### config.mk
export PLATFORM = sky130hd
export DESIGN_NAME = event_timeout_bank_top
export DESIGN_NICKNAME = d
export VERILOG_FILES = /design/src/etb_pkg.sv /design/src/etb_core.sv /design/src/event_timeout_bank_top.sv
export SDC_FILE = /design/constraint.sdc
export NUM_CORES = 1
export LEC_CHECK = 0
export BUFFER_PORTS_ARGS = -buffer_cell sky130_fd_sc_hd__buf_2
export CAP_MARGIN = 25
export CORE_ASPECT_RATIO = 0.9
export CORE_MARGIN = 2
export CORE_UTILIZATION = 55
export DETAILED_ROUTE_END_ITERATION = 7
export HOLD_SLACK_MARGIN = 0.12
export MAX_ROUTING_LAYER = met4
export PLACE_DENSITY = 0.72
export SLEW_MARGIN = 20
export SYNTH_ARGS = -nofsm -noshare
export SYNTH_HDL_FRONTEND = slang
export SYNTH_SLANG_ARGS = --single-unit
### constraint.sdc
create_clock -name clk -period 16.2 [get_ports clk]
set_input_delay 3.24 -clock clk [delete_from_list [all_inputs] [get_ports clk]]
set_output_delay 3.24 -clock clk [all_outputs]
set_load 0.01 [all_outputs]
### src/etb_pkg.sv
// Shared types and constants for the event timeout bank.
// Used by etb_core and event_timeout_bank_top; no other dependencies.
package etb_pkg;

  localparam int unsigned SLOT_LIMIT      = 8;
  localparam int unsigned EVENT_SLOTS_DEF = 8;
  localparam int unsigned MASK_W          = 8;
  localparam int unsigned TIMEOUT_W       = 32;

  typedef enum logic [1:0] {
    CMD_TICK  = 2'd0,
    CMD_ARM   = 2'd1,
    CMD_SET   = 2'd2,
    CMD_CLEAR = 2'd3
  } etb_op_t;

  typedef struct packed {
    etb_op_t               op;
    logic [MASK_W-1:0]     event_mask;
    logic [TIMEOUT_W-1:0]  timeout;
  } etb_item_t;

endpackage

### src/etb_core.sv
// Slot state of the event timeout bank: countdown counters and pending flags.
// Applies one registered command per fire strobe; depends on etb_pkg.
module etb_core import etb_pkg::*; #(
  parameter int unsigned EVENT_SLOTS = EVENT_SLOTS_DEF
) (
  input  logic              clk,
  input  logic              rst_n,
  input  logic              fire,
  input  etb_item_t         item,
  output logic [MASK_W-1:0] flags_nxt
);

  localparam logic [MASK_W-1:0] SLOT_BITS = MASK_W'((1 << EVENT_SLOTS) - 1);

  logic [TIMEOUT_W-1:0] cnt_r   [EVENT_SLOTS];
  logic [TIMEOUT_W-1:0] cnt_nxt [EVENT_SLOTS];
  logic [MASK_W-1:0]    flags_r;
  logic [MASK_W-1:0]    mask;
  logic [MASK_W-1:0]    fire_vec;
  logic [EVENT_SLOTS-1:0] low_sel;
  logic [EVENT_SLOTS-1:0] slot_fire;
  logic                 one_hot;
  logic                 tmo_nz;

  assign mask    = item.event_mask & SLOT_BITS;
  assign one_hot = (mask != '0) && ((mask & (mask - MASK_W'(1))) == '0);
  assign tmo_nz  = (item.timeout != '0);

  // Clear stops only the lowest-numbered masked slot.
  always_comb begin
    logic found;
    found   = 1'b0;
    low_sel = '0;
    for (int i = 0; i < EVENT_SLOTS; i++) begin
      if (!found && mask[i]) begin
        low_sel[i] = 1'b1;
        found      = 1'b1;
      end
    end
  end

  for (genvar g = 0; g < EVENT_SLOTS; g++) begin : g_slot
    always_comb begin
      cnt_nxt[g]   = cnt_r[g];
      slot_fire[g] = 1'b0;
      unique case (item.op)
        CMD_TICK: begin
          if (cnt_r[g] != '0) begin
            cnt_nxt[g]   = cnt_r[g] - TIMEOUT_W'(1);
            slot_fire[g] = (cnt_r[g] == TIMEOUT_W'(1));
          end
        end
        CMD_ARM: begin
          if (tmo_nz && one_hot && mask[g]) cnt_nxt[g] = item.timeout;
        end
        CMD_SET: begin
          if (mask[g]) cnt_nxt[g] = '0;
        end
        CMD_CLEAR: begin
          if (low_sel[g]) cnt_nxt[g] = '0;
        end
        default: cnt_nxt[g] = cnt_r[g];
      endcase
    end
  end

  always_comb begin
    fire_vec = '0;
    for (int i = 0; i < EVENT_SLOTS; i++) fire_vec[i] = slot_fire[i];
  end

  always_comb begin
    logic [MASK_W-1:0] f;
    unique case (item.op)
      CMD_TICK:  f = flags_r | fire_vec;
      CMD_ARM:   f = flags_r & ~mask;
      CMD_SET:   f = flags_r | mask;
      CMD_CLEAR: f = flags_r & ~mask;
      default:   f = flags_r;
    endcase
    flags_nxt = f & SLOT_BITS;
  end

  always_ff @(posedge clk) begin
    if (!rst_n) begin
      flags_r <= '0;
      for (int i = 0; i < EVENT_SLOTS; i++) cnt_r[i] <= '0;
    end else if (fire) begin
      flags_r <= flags_nxt;
      for (int i = 0; i < EVENT_SLOTS; i++) cnt_r[i] <= cnt_nxt[i];
    end
  end

  a_unimpl_flags_zero: assert property (@(posedge clk) disable iff (!rst_n)
    (flags_r & ~SLOT_BITS) == '0)
    else $error("flag raised on an unimplemented slot");

  a_hold_when_idle: assert property (@(posedge clk) disable iff (!rst_n)
    !fire |=> $stable(flags_r))
    else $error("flags changed without a command");

  a_set_raises: assert property (@(posedge clk) disable iff (!rst_n)
    fire && item.op == CMD_SET |=> (flags_r & $past(mask)) == $past(mask))
    else $error("set did not raise masked flags");

  a_arm_clears: assert property (@(posedge clk) disable iff (!rst_n)
    fire && item.op == CMD_ARM |=> (flags_r & $past(mask)) == '0)
    else $error("arm did not clear masked flags");

endmodule

### src/event_timeout_bank_top.sv
// Top level of the event timeout bank: input register, slot core, result register.
// Depends on etb_pkg and etb_core.
//
//   channel  dir  handshake           payload
//   in       in   in_valid/in_stall   in_command, in_event_mask, in_timeout
//   out      out  out_valid/out_stall out_pending_events
//
// One beat in, one beat out; a beat can be taken every cycle while in is not stalled.
// A beat passes through the input register, then the result register,
// with the counter and flag update done combinationally in between.
// Reset (rst_n low, synchronous) stops all counters and clears all flags.
// A stall on out holds the result; in stalls only when both registers are full.
module event_timeout_bank_top import etb_pkg::*; #(
  parameter int unsigned EVENT_SLOTS = EVENT_SLOTS_DEF
) (
  input  logic                 clk,
  input  logic                 rst_n,
  input  logic                 in_valid,
  output logic                 in_stall,
  input  logic [1:0]           in_command,
  input  logic [MASK_W-1:0]    in_event_mask,
  input  logic [TIMEOUT_W-1:0] in_timeout,
  output logic                 out_valid,
  input  logic                 out_stall,
  output logic [MASK_W-1:0]    out_pending_events
);

  etb_item_t         item_r;
  logic              s1_vld_r;
  logic              s1_vld_nxt;
  logic              out_vld_r;
  logic              out_vld_nxt;
  logic [MASK_W-1:0] out_pe_r;
  logic [MASK_W-1:0] flags_nxt;
  logic              out_can;
  logic              fire;
  logic              in_acc;

  assign out_can  = !out_vld_r || !out_stall;
  assign fire     = s1_vld_r && out_can;
  assign in_stall = s1_vld_r && !out_can;
  assign in_acc   = in_valid && !in_stall;

  always_comb begin
    priority if (in_acc) s1_vld_nxt = 1'b1;
    else if (fire)       s1_vld_nxt = 1'b0;
    else                 s1_vld_nxt = s1_vld_r;
  end

  always_comb begin
    priority if (fire)  out_vld_nxt = 1'b1;
    else if (!out_stall) out_vld_nxt = 1'b0;
    else                 out_vld_nxt = out_vld_r;
  end

  always_ff @(posedge clk) begin
    if (!rst_n) begin
      s1_vld_r  <= 1'b0;
      out_vld_r <= 1'b0;
    end else begin
      s1_vld_r  <= s1_vld_nxt;
      out_vld_r <= out_vld_nxt;
    end
  end

  // Payload registers: the item loads on accept, the result on fire; both hold otherwise.
  always_ff @(posedge clk) begin
    if (in_acc) begin
      item_r.op         <= etb_op_t'(in_command);
      item_r.event_mask <= in_event_mask;
      item_r.timeout    <= in_timeout;
    end
    if (fire) out_pe_r <= flags_nxt;
  end

  etb_core #(
    .EVENT_SLOTS (EVENT_SLOTS)
  ) u_core (
    .clk       (clk),
    .rst_n     (rst_n),
    .fire      (fire),
    .item      (item_r),
    .flags_nxt (flags_nxt)
  );

  assign out_valid          = out_vld_r;
  assign out_pending_events = out_pe_r;

endmodule

==> flow_summary.ini <==
[clock_tree]
clk_latency_ns = 0.54
ctsHoldBuffers = 0
cts_buffers = 35
cts_max_path_buffers = 3
cts_resized = 0
clkTransAtPathRegs_ns = 0.06
htreeDepth = 2
cts_tree = done
root_buffer = clkbuf_16
cts_setup_buffers = 0
cts.sinks = 316

[global_routing]
grt_usage = 0.308
grt_pass1_wl_mm = 73.7
grt-ovfl-total = 0
grt_pass1_vias = 12733
grt_max_degree = 110
antenna_found_initial = 0

[die]
pin_count = 56
core-area_um2 = 30900
die_h_um = 172
rows = 61
start_util = 0.559
die_area_um2 = 32900
dieWidth_um = 191

[critical_path]
end_kind = output pin
worstPathCellList = buf_2 > and3_1 > buf_2
cpPeakStageDelay_ns = 0.25
critPathLaunch = out_stall
cp_max_fo = 3
cp-endpoint = in_stall
rr_worst_depth = 7
crit_type = in -> out
required_ns = 12.96
startpoint_type = primary input
crit_arrival_ns = 3.75
reg2reg_from = item_r[34]$_DFFE_PP_
reg2reg_to = u_core.cnt_r[0][108]$_SDFFCE_PN0P_
r2r_slack_ns = 12.43
cp_slowest_cell = and3_1
path_common_cell = buf_2

[pwr]
ir_drop_uv = 83.0
p_per_area_nw_per_um2 = 105
power.total_mw = 2.01
p_leak_nw = 6.22

[drt]
dr.pass1.iters = 6
drtIter0Drc = 1862
drcViolationCount = 0
routed_wl_mm = 48.6
ant_nets = 0
via_count = 13569
wire_per_inst_um = 22.7
vias_per_cell = 6.36

[layout]
syn2layout_area_growth_pct = 11.0
layout-drive-gt1-share = 0.0956
ff_latch_area_um2 = 9390
n_fill_cell = 2451
fin_nets = 1765
n_antenna_cell = 0
layout.cells.non_filler = 2135
multi_input_area_um2 = 7660

[logic_synthesis]
synth_edf_count = 306
synth_fp_nets = 1714
ys_seq_area_frac = 0.543
syn_area_per_cell_um2 = 10.5
yosys_warnings = 0
synth-seq-cells = 316
synth_top_cell_by_area = edfxtp_1
synth_top_area_frac = 0.532
netlist_area_um2 = 17300
synth_cell_type_count = 65
synthCells = 1648
synth.area.top_cells = edfxtp_1 53%, xnor2_1 6.8%, o21ai_0 5.5%
yosysMostFrequentCell = edfxtp_1
async_flop_share = 0
ys_top_cells_by_count = 306 x edfxtp_1, 200 x nand2_1, 190 x o21ai_0
synthFlopType = edfxtp_1

[timing]
tns_ns = 0
final_max_slew_viol_count = 0
max-slew-margin-rel = 0.317
fin_crit_sh = 0.432
skew_ns = 0.0392
period_minus_slack_ns = 6.99
tightest_slew_ns = 1.02
finalSetupViolCount = 0
hold_violations = 0
rsz0062_at_grt = no
fmax_mhz = 143

[status]
status = finished, final reports clean

[place]
gp_congestion = 0.933
place_hpwl_mm = 31.5
dp.cells = 2071
port_buffers = 55

[min_path]
hp-class = reg -> reg

[flow_run]
drv_cap = 0
==> sequential cells by signal, indices dropped and copies added, names as in the netlist <==
register and flops:
item_r 42, out_pending_events 8, out_valid 1, s1_vld_r 1
u_core.cnt_r 256, u_core.flags_r 8
==> through the flow <==
stage	hold WS [ns]	instance area, µm²	utilization	setup WS (ns)
after floorplan	0.463	17300	-	8.88
after global routing	0.547	19200	0.621	9.19
after global placement	0.486	18100	0.585	9.23
after detailed placement	0.512	18100	0.585	9.21
final	0.521	19200	0.621	9.21
after CTS	0.518	19200	0.621	9.21
==> cells in the final DEF, fill, tap and decap left out, drive strengths merged, types with 5 or more instances in the layout <==
cell	synthesis	layout
xor2	90	90
nand4b	7	7
inv	23	24
nand2	200	200
clkinv	0	13
nor4	74	74
or4	30	30
nand2b	20	20
dfxtp	10	10
ha	20	20
o21ai	200	200
and2	7	7
o31ai	5	5
a21boi	25	25
buf	9	77
or3	42	42
edfxtp	306	306
a211oi	5	5
nor2b	12	12
a31oi	6	6
nor2	105	105
a21oi	80	80
nand3b	5	5
nor3	87	87
nor3b	7	7
nand3	29	29
clkbuf	54	48
or2	6	6
xnor2	135	135
nand4	11	11
==> power breakdown <==
| group | internal [mW] | switching [mW] | leakage (nW) | total, mW |
|---|---|---|---|---|
| Clock | 0.450 | 0.328 | 0.535 | 0.778 |
| Sequential | 0.969 | 0.0613 | 3.21 | 1.03 |
| Combinational | 0.0741 | 0.125 | 2.48 | 0.199 |
| Total | 1.49 | 0.514 | 6.22 | 2.01 |
==> per-layer routing <==
| layer | vias up | share of wire | global-route usage |
|---|---|---|---|
| met1 | 6553 | 0.42 | 0.433 |
| met3 | 118 | 0.099 | 0.0483 |
| met4 | 0 | 0.053 | 0.153 |
| met5 | - | 0 | - |
| met2 | 700 | 0.42 | 0.436 |
| li1 | 6198 | - | - |
==> layout make-up <==
type / instances / share of cell area
Sequential cell: 316 / 0.489
Multi-Input combinational cell: 1246 / 0.399
Clock buffer: 48 / 0.0503
Tap cell: 409 / 0.0267
Timing Repair Buffer: 77 / 0.0233
Clock inverter: 16 / 0.00697
Inverter: 23 / 0.00450
==> cells by family after synthesis <==
logic type      after synthesis  synth area share
compound gates              346             0.112
simple gates                654             0.196
flops                       316             0.543
buf+inv                      86            0.0194
fa+ha+maj                    21            0.0151
xor+xnor                    225             0.114
==> critical path, delay by kind of cell <==
kind                   cells  cell delay [ns]
AND/OR/NAND/NOR            1             0.25
buffers and inverters      2             0.26
==> worst min-delay path by stage <==
stage                               start                      to  depth (start not counted)
floorplan           s1_vld_r$_SDFFE_PN0P_  out_valid$_SDFFE_PN0P_                          2
global placement    s1_vld_r$_SDFFE_PN0P_  out_valid$_SDFFE_PN0P_                          2
detailed placement  s1_vld_r$_SDFFE_PN0P_  out_valid$_SDFFE_PN0P_                          2
CTS                 s1_vld_r$_SDFFE_PN0P_  out_valid$_SDFFE_PN0P_                          2
global route        s1_vld_r$_SDFFE_PN0P_  out_valid$_SDFFE_PN0P_                          2
finish              s1_vld_r$_SDFFE_PN0P_  out_valid$_SDFFE_PN0P_                          2
Power figures use the tool's default switching activity.
